`config.mk`:
```
export PLATFORM = sky130hd
export DESIGN_NAME = isct_ctrl
export DESIGN_NICKNAME = d
export VERILOG_FILES = /design/src/isct_pkg.sv /design/src/isct_ctrl.sv
export SDC_FILE = /design/constraint.sdc
export NUM_CORES = 1
export LEC_CHECK = 0
export BUFFER_PORTS_ARGS = -buffer_cell sky130_fd_sc_hd__buf_2
export CAP_MARGIN = 20
export CORE_AREA = 8 8 45 47
export CTS_CLUSTER_SIZE = 16
export DETAILED_ROUTE_END_ITERATION = 16
export DIE_AREA = 0 0 53 55
export GPL_ROUTABILITY_DRIVEN = 1
export PLACE_DENSITY = 0.31
export RECOVER_POWER = 25
export SLEW_MARGIN = 10
export SYNTH_ARGS = -nofsm -noshare
export SYNTH_HDL_FRONTEND = slang
export SYNTH_SLANG_ARGS = --single-unit
```
`constraint.sdc`:
```
create_clock -name clk -period 1.1 [get_ports clk]
set_input_delay 0.22 -clock clk [delete_from_list [all_inputs] [get_ports clk]]
set_output_delay 0.22 -clock clk [all_outputs]
set_load 0.01 [all_outputs]
```
`src/isct_pkg.sv`:
```
// ----------------------------------------------------------------------------
// Incoming stream credit tracker package
// Shared codes, controller states and the command and status structs.
// ----------------------------------------------------------------------------
package isct_pkg;

  localparam int NUM_W    = 60;
  localparam int REASON_W = 32;
  localparam int CREDIT_W = 7;

  localparam logic [1:0] OP_OPEN    = 2'd0;
  localparam logic [1:0] OP_ACCEPT  = 2'd1;
  localparam logic [1:0] OP_RELEASE = 2'd2;
  localparam logic [1:0] OP_CLOSE   = 2'd3;

  // Frame type that carries a limit update.
  localparam logic [7:0] FRAME_MAX_STREAMS = 8'h13;

  typedef enum logic [2:0] {
    ST_OK         = 3'd0,
    ST_ABOVE      = 3'd1,
    ST_CLOSED     = 3'd2,
    ST_NOT_FOUND  = 3'd3,
    ST_TWICE      = 3'd4,
    ST_NOT_READY  = 3'd5
  } status_t;

  typedef enum logic [1:0] {
    S_IDLE,
    S_LOOK,
    S_EXEC,
    S_FILL
  } state_t;

  typedef struct packed {
    logic latch;
    logic look;
    logic exec;
    logic fill;
  } cmd_t;

  typedef struct packed {
    logic need_fill;
    logic fill_last;
  } stat_t;

endpackage

```
`src/isct_ctrl.sv`:
```
// ----------------------------------------------------------------------------
// Incoming stream credit tracker controller
// Sequences latch, table lookup, execute and the range fill loop.
// ----------------------------------------------------------------------------
module isct_ctrl import isct_pkg::*; (
  input  logic  clk,
  input  logic  rst_n,
  input  logic  start,
  output logic  busy,
  output cmd_t  cmd,
  input  stat_t stat
);

  state_t state_r, state_nxt;

  always_ff @(posedge clk) begin
    if (!rst_n) begin
      state_r <= S_IDLE;
    end else begin
      state_r <= state_nxt;
    end
  end

  always_comb begin
    state_nxt = state_r;
    cmd       = '0;
    busy      = 1'b1;
    case (state_r)
      S_IDLE: begin
        busy = 1'b0;
        if (start) begin
          cmd.latch = 1'b1;
          state_nxt = S_LOOK;
        end
      end
      S_LOOK: begin
        cmd.look  = 1'b1;
        state_nxt = S_EXEC;
      end
      S_EXEC: begin
        cmd.exec  = 1'b1;
        state_nxt = stat.need_fill ? S_FILL : S_IDLE;
      end
      S_FILL: begin
        cmd.fill = 1'b1;
        if (stat.fill_last) begin
          state_nxt = S_IDLE;
        end
      end
      default: begin
        state_nxt = S_IDLE;
      end
    endcase
  end

endmodule

```
### Yosys cells after proc, flatten, opt, wreduce, memory -nomap -nowiden

Index checks and enable logic that the tools add are counted.

* bits in registers: 2
* word-level logic and storage cells: 18

* eq/ne operators: 5
* mux-type cells: 10
* reductions and logical operators: 2

Operators by type and width (number)
* $pmux W2 S4: 1
* $mux W1: 6
* $mux W2: 3
* $eq A2 B2 Y1 const B: 2
* $ne A2 B2 Y1 const B: 2
* $eq A2 B1 Y1 const B: 1
* $logic_not A2 Y1: 1
* $reduce_and A2 Y1: 1

### Logic depth before layout (Yosys ltp)

Gate-level depths: netlist of run 1.

* depth in word-level cells: 3
* gate-level depth with buffers: 3
* depth with buffers taken out: 3

### Least setup slack after synthesis of run 1

No wires, ideal clock.

* path type: reg2out
* start: register state_r[0]
* end: output port cmd[3] (netlist bit)
* arrival time: 684 ps
* data required time: 880 ps
* setup slack: 196 ps
* cell stages (with the launch flop): 3
* buffers on the path: 0
* path through: dfxtp_1 > nor2b_1 > nor2b_1

RTL lines
* start, declared: line isct_ctrl.sv:14 `state_t state_r, state_nxt;`
* start signal, assigned: line isct_ctrl.sv:20 `state_r <= state_nxt;`
* end, declared: line isct_ctrl.sv:10 `output cmd_t cmd,`

==> results of run 1 <==
-- cells in the mapped netlist, drive strengths merged --
cell,number
nor2b,6
or2,1
a21oi,2
o21ai,1
dfxtp,2
and2,1
nand2,1
inv,1
a22oi,1
-- final cells by class --
cell class,instances,area (sq um)
Fill cell,163,1140
Multi-Input combinational cell,13,80.1
Timing Repair Buffer,12,73.8
Sequential cell,2,47.5
Clock buffer,3,22.5
Tap cell,16,20.0
Inverter,1,3.75
-- worst reg2reg max path, delay by kind of cell, from the launching register on --
kind / cells / cell delay [ns]
buffers and inverters: 1 / 0.14
AO/OA/AOI/OAI: 1 / 0.11
flip-flops: 1 / 0.35
AND/OR/NAND/NOR: 2 / 0.27
-- kinds of logic (layout without fill, tap and decap cells) --
family	Yosys count	in the layout	share of synthesized area [%]
flops	2	2	32.3
simple gates	9	9	46.5
compound gates	4	4	18.2
buf+inv	1	16	3.03
-- final timing paths --
| kind | slack, ns | depth (start not counted) | end | start |
|---|---|---|---|---|
| setup / recovery | -0.06 | 3 | cmd[3] | state_r[0] |
| hold / removal | 0.22 | 2 | state_r[1] | rst_n |
| setup reg to reg | 0.16 | 4 | state_r[1] | state_r[0] |
| hold reg to reg | 0.57 | 2 | state_r[0] | state_r[1] |
-- routing by layer --
metal  part of all wire (%)  global-route usage, %  up-vias
li1                       -                      -       82
met1                     42                   2.72       64
met2                     42                   4.88        9
met3                     14                   2.14        2
met4                    2.3                   2.59        0
met5                      0                      0        -
-- through the flow --
| stage | hold WS, ns | power (mW) | util, % | setup slack [ns] |
|---|---|---|---|---|
| after floorplan | 0.348 | 0.123 | - | 0.196 |
| after global placement | 0.454 | 0.150 | 13.7 | 0.0789 |
| after detailed placement | 0.462 | 0.151 | 13.7 | 0.0783 |
| after CTS | 0.231 | 0.331 | 17.9 | -0.107 |
| after global routing | 0.260 | 0.357 | 17.9 | -0.126 |
| final | 0.223 | 0.327 | 17.9 | -0.0628 |
-- power by group --
group	switching [mW]	leakage (nW)	internal, mW
sequential	0.00814	0.0178	0.0790
clock	0.0427	0.0138	0.120
combinational	0.0335	0.0937	0.0429
total	0.0844	0.125	0.242
-- what timing repair did --
action | CTS | global route
gates resized for setup | 5 | 1
setup buffers | 3 | 0
endpoints found under the setup margin | 5 | 4
==> out/qor.txt, run 1 <==
Least-Margin Pin Slew: 0.169 ns
Area post-placement: 189 sq um
Status: complete, but fails checks
Share of layout cells above drive strength 1: 61.3%
Crit-path leading delay family: flip-flops
Post-route DRC violation count: 0
Max Root-Sink Buffers: 2
Synth Net Count: 21
Tot GR Track Use: 3.11%
Max VDD drop: 0.000418 V
Core Region: 1380 sq um
Post-route insts no fill: 47
Commonest cells after routing, fill and taps aside: buf_2 (8), nor2b_1 (5), clkbuf_4 (3), buf_4 (3)
CP Data Required Time: 0.88 ns
I/O pins: 10
Final hold violation count: 0
PwrDens: 1320 nW/um^2
Mapped Area: 124 sq um
Root buffer cell: clkbuf_4
CTS tree: done
CTS Hold Bufs: 0
# port buffers: 9
Yosys reg bits: 2
CP Max Fanout: 6
Via count: 157
Cell count after placement: 41
CP Capture Type: output port
Worst skew pair latency: 0.23 ns
WL final: 437 microns
WP data arrival: 0.94 ns
Achievable frequency: 860 MHz
Largest Register: state_r
Critical path class: flop to output port
First-pass GRT wire length: 634 microns
Slew margin rel.: 88.7%
Post-synthesis sequential area ratio: 32.3%
Fin crit share: 106%
Chip height: 55 microns
WL/cell: 9.30 microns
Post-synth top area cell: dfxtp_1
Setup TNS: -0.104 ns
Most common cell after layout, fill and taps aside: buf_2
Placer congestion estimate: 0.604
Crit path largest cell delay: 0.35 ns
Num Clock Sinks: 2
Synth warn: 0
Top flop regs: state_r x2
Detail Route Antenna Nets: 0
Initial Utilization: 8.95%
Total CTS buffers: 3
Vias in the first global route: 159
Worst setup margin: -0.0628 ns
Antenna violations before repair: 0
Finished Cell Area: 248 sq um
Chip Width: 53 microns
Worst Hold Class: primary input to flop
Std-Cell Rows: 14
Tmin final: 1.16 ns
Crit start category: flop
H-tree depth: 1
Congestion Overflow GR: 0
Final setup viols: 2
Buf/Inv on CP: 1
Area Overhead vs Synth: 100%
Crit path max-delay cell type: dfxtp_4
Number of flip-flops in the largest register: 2
Die footprint: 2920 sq um
Nets: 38
Synth area leaders: dfxtp_1 (32%), nor2b_1 (25%), a21oi_1 (8.1%), nor2b_2 (7.1%), a22oi_1 (6.1%)
Max_cap viols: 0
Syn avg cell area: 7.74 sq um
Failing checks: setup timing
Ordered cell list for the critical path: nor2b_2 -> nor2b_1 -> buf_2
Unrepaired setup endpoints after global routing: true
Cells after Synth: 16
Vias per cell: 3.34
Pre-Repair DR Iteration Count: 1
Largest net degree at the start of global routing: 7
1st-iter DRT viols: 0
Pins over their slew limit: 0
Yosys cell types: 10
Number of diodes: 0
Synth top area share: 32.3%
Final Skew: 0.00252 ns
Clock-pin slew on the worst setup and hold paths: 0.03 ns
Leak: 0.125 nW
Note: power is estimated with default switching activity, not from simulation.
==> inputs of run 2 (changes only) <==
Clock period 1.1 ns to 1.4 ns, I/O delays scaled along.
==> run 2 against run 1 <==
The run now ends clean. Global-route usage decreased by 0.33 points. Utilization decreased by 2.6 points. Worst setup slack better by 0.16 ns. Sequential cell count unchanged. Worst hold slack improved by 0.061 ns. Clock power decreased by 23%. Sequential power shrank 18%. Highest routed layer is now met3.
==> out/qor.txt, run 2 (same netlist as run 1, synthesis figures left out) <==
Status: completed
# port buffers: 9 (unchanged)
Initial Utilization: 8.95% (unchanged)
GRT met3 Usage: 3.74% (+1.6 points)
Top flop regs: state_r x2
Crit-path leading delay family: flip-flops
1st-iter DRT viols: 1 (+1)
Crit path max-delay cell type: dfxtp_1
Worst Hold Class: primary input to flop
Leak: 0.108 nW (-14%)
Via count: 143 (-8.9%)
Tot GR Track Use: 2.78% (-0.33 points)
Total CTS buffers: 3 (unchanged)
Resize count post-CTS: 0 (-5)
Crit start category: flop
Num Clock Sinks: 2 (unchanged)
Area post-placement: 189 sq um (unchanged)
CP Max Fanout: 8 (+2)
Core Region: 1380 sq um (unchanged)
WP data arrival: 1.03 ns (+0.09 ns)
Pre-Repair DR Iteration Count: 2 (+1)
Clock-pin slew on the worst setup and hold paths: 0.03 ns (about the same)
Most common cell after layout, fill and taps aside: buf_2
Max VDD drop: 0.000304 V (-27%)
Post-route DRC violation count: 0 (unchanged)
I/O pins: 10 (unchanged)
Unrepaired setup endpoints after global routing: false
Largest net degree at the start of global routing: 10 (+3)
WL/cell: 8.32 microns (-11%)
Setup bufs post-CTS: 0 (-3)
DP Worst Slack: 0.303 ns (+0.225 ns)
Chip Width: 53 microns (unchanged)
CP Capture Type: output port
Vias per cell: 3.25 (-2.7%)
Buf/Inv on CP: 1 (unchanged)
Pins over their slew limit: 0 (unchanged)
Hold depth: 2 (unchanged)
Std-Cell Rows: 14 (unchanged)
Number of flip-flops in the largest register: 2 (unchanged)
Critical path class: flop to output port
Number of diodes: 0 (unchanged)
Share of layout cells above drive strength 1: 50.0% (-11 points)
CP Data Required Time: 1.12 ns (+0.24 ns)
Least-Margin Pin Slew: 0.258 ns (+0.0893 ns)
CTS Hold Bufs: 0 (unchanged)
Cells on worst reg2reg path: 3 (-1)
Placer congestion estimate: 0.607 (+0.45%)
Final hold violation count: 0 (unchanged)
Achievable frequency: 765 MHz
Crit. path cell count: 3 (unchanged)
Congestion Overflow GR: 0 (unchanged)
Setup TNS: 0 ns (+0.104 ns)
Max Root-Sink Buffers: 2 (unchanged)
Tmin final: 1.31 ns
Crit path top cell by count: nor2b_1
PwrDens: 1140 nW/um^2 (-13%)
Ordered cell list for the critical path: nor2b_1 -> nor2b_1 -> buf_2
Met2 Use GR: 3.32% (-1.6 points)
Root buffer cell: clkbuf_4
Largest Register: state_r
Detail Route Antenna Nets: 0 (unchanged)
Commonest cells after routing, fill and taps aside: buf_2 (9), nor2b_1 (5), clkbuf_4 (3)
Die footprint: 2920 sq um (unchanged)
Area Overhead vs Synth: 70.7%
Antenna violations before repair: 0 (unchanged)
First-pass GRT wire length: 545 microns (-14%)
Nets: 35 (-7.9%)
Slew margin rel.: 82.8% (-6.0 points)
WL final: 366 microns (-16%)
Worst skew pair latency: 0.22 ns (about the same)
Max_cap viols: 0 (unchanged)
Worst setup margin: 0.0929 ns (+0.156 ns)
Chip height: 55 microns (unchanged)
Fin crit share: 93.4%
CTS tree: done
Finished Cell Area: 211 sq um (-15%)
Final setup viols: 0 (-2)
Met1 Use GR: 2.57% (-0.15 points)
Vias in the first global route: 140 (-12%)
Crit path largest cell delay: 0.44 ns (+0.09 ns)
Final Skew: 0.000965 ns (-0.00156 ns)
H-tree depth: 1 (unchanged)
Gr busiest metal: met3
## run 2: final cells by class
type / count / area, sq um
clock buffer: 3 / 22.5
fill: 165 / 1170
inverter: 1 / 3.75
multi-input combinational: 13 / 80.1
sequential: 2 / 40.0
tap: 16 / 20.0
timing repair buffer: 9 / 45.0
## run 2: path summary, 6_finish.rpt
check / from / to / slack [ns]
setup reg to reg: state_r[0] / state_r[0] / 0.52
hold / removal: rst_n / state_r[1] / 0.28
setup / recovery: state_r[0] / cmd[3] / 0.09
hold reg to reg: state_r[1] / state_r[0] / 0.55
## run 2: power by group
group          total [mW]  internal [mW]  switching (mW)
Combinational      0.0448         0.0244          0.0204
Clock               0.125         0.0944          0.0308
Sequential         0.0715         0.0623         0.00925
Total               0.242          0.181          0.0605
## run 2: per-stage QoR
step                      power [mW]  cells  hold slack (ns)  util, %
after floorplan               0.0965     16            0.408        -
after global placement         0.118     41            0.513     13.7
after detailed placement       0.119     41            0.518     13.7
after CTS                      0.251     44            0.285     15.3
after global routing           0.267     44            0.332     15.3
final                          0.242     44            0.284     15.3
## run 2: per-layer routing
| metal | vias to the layer above | share of wire, % |
|---|---|---|
| met3 | 0 | 21 |
| met5 | - | 0 |
| li1 | 76 | - |
| met2 | 9 | 39 |
| met1 | 58 | 40 |
| met4 | 0 | 0 |
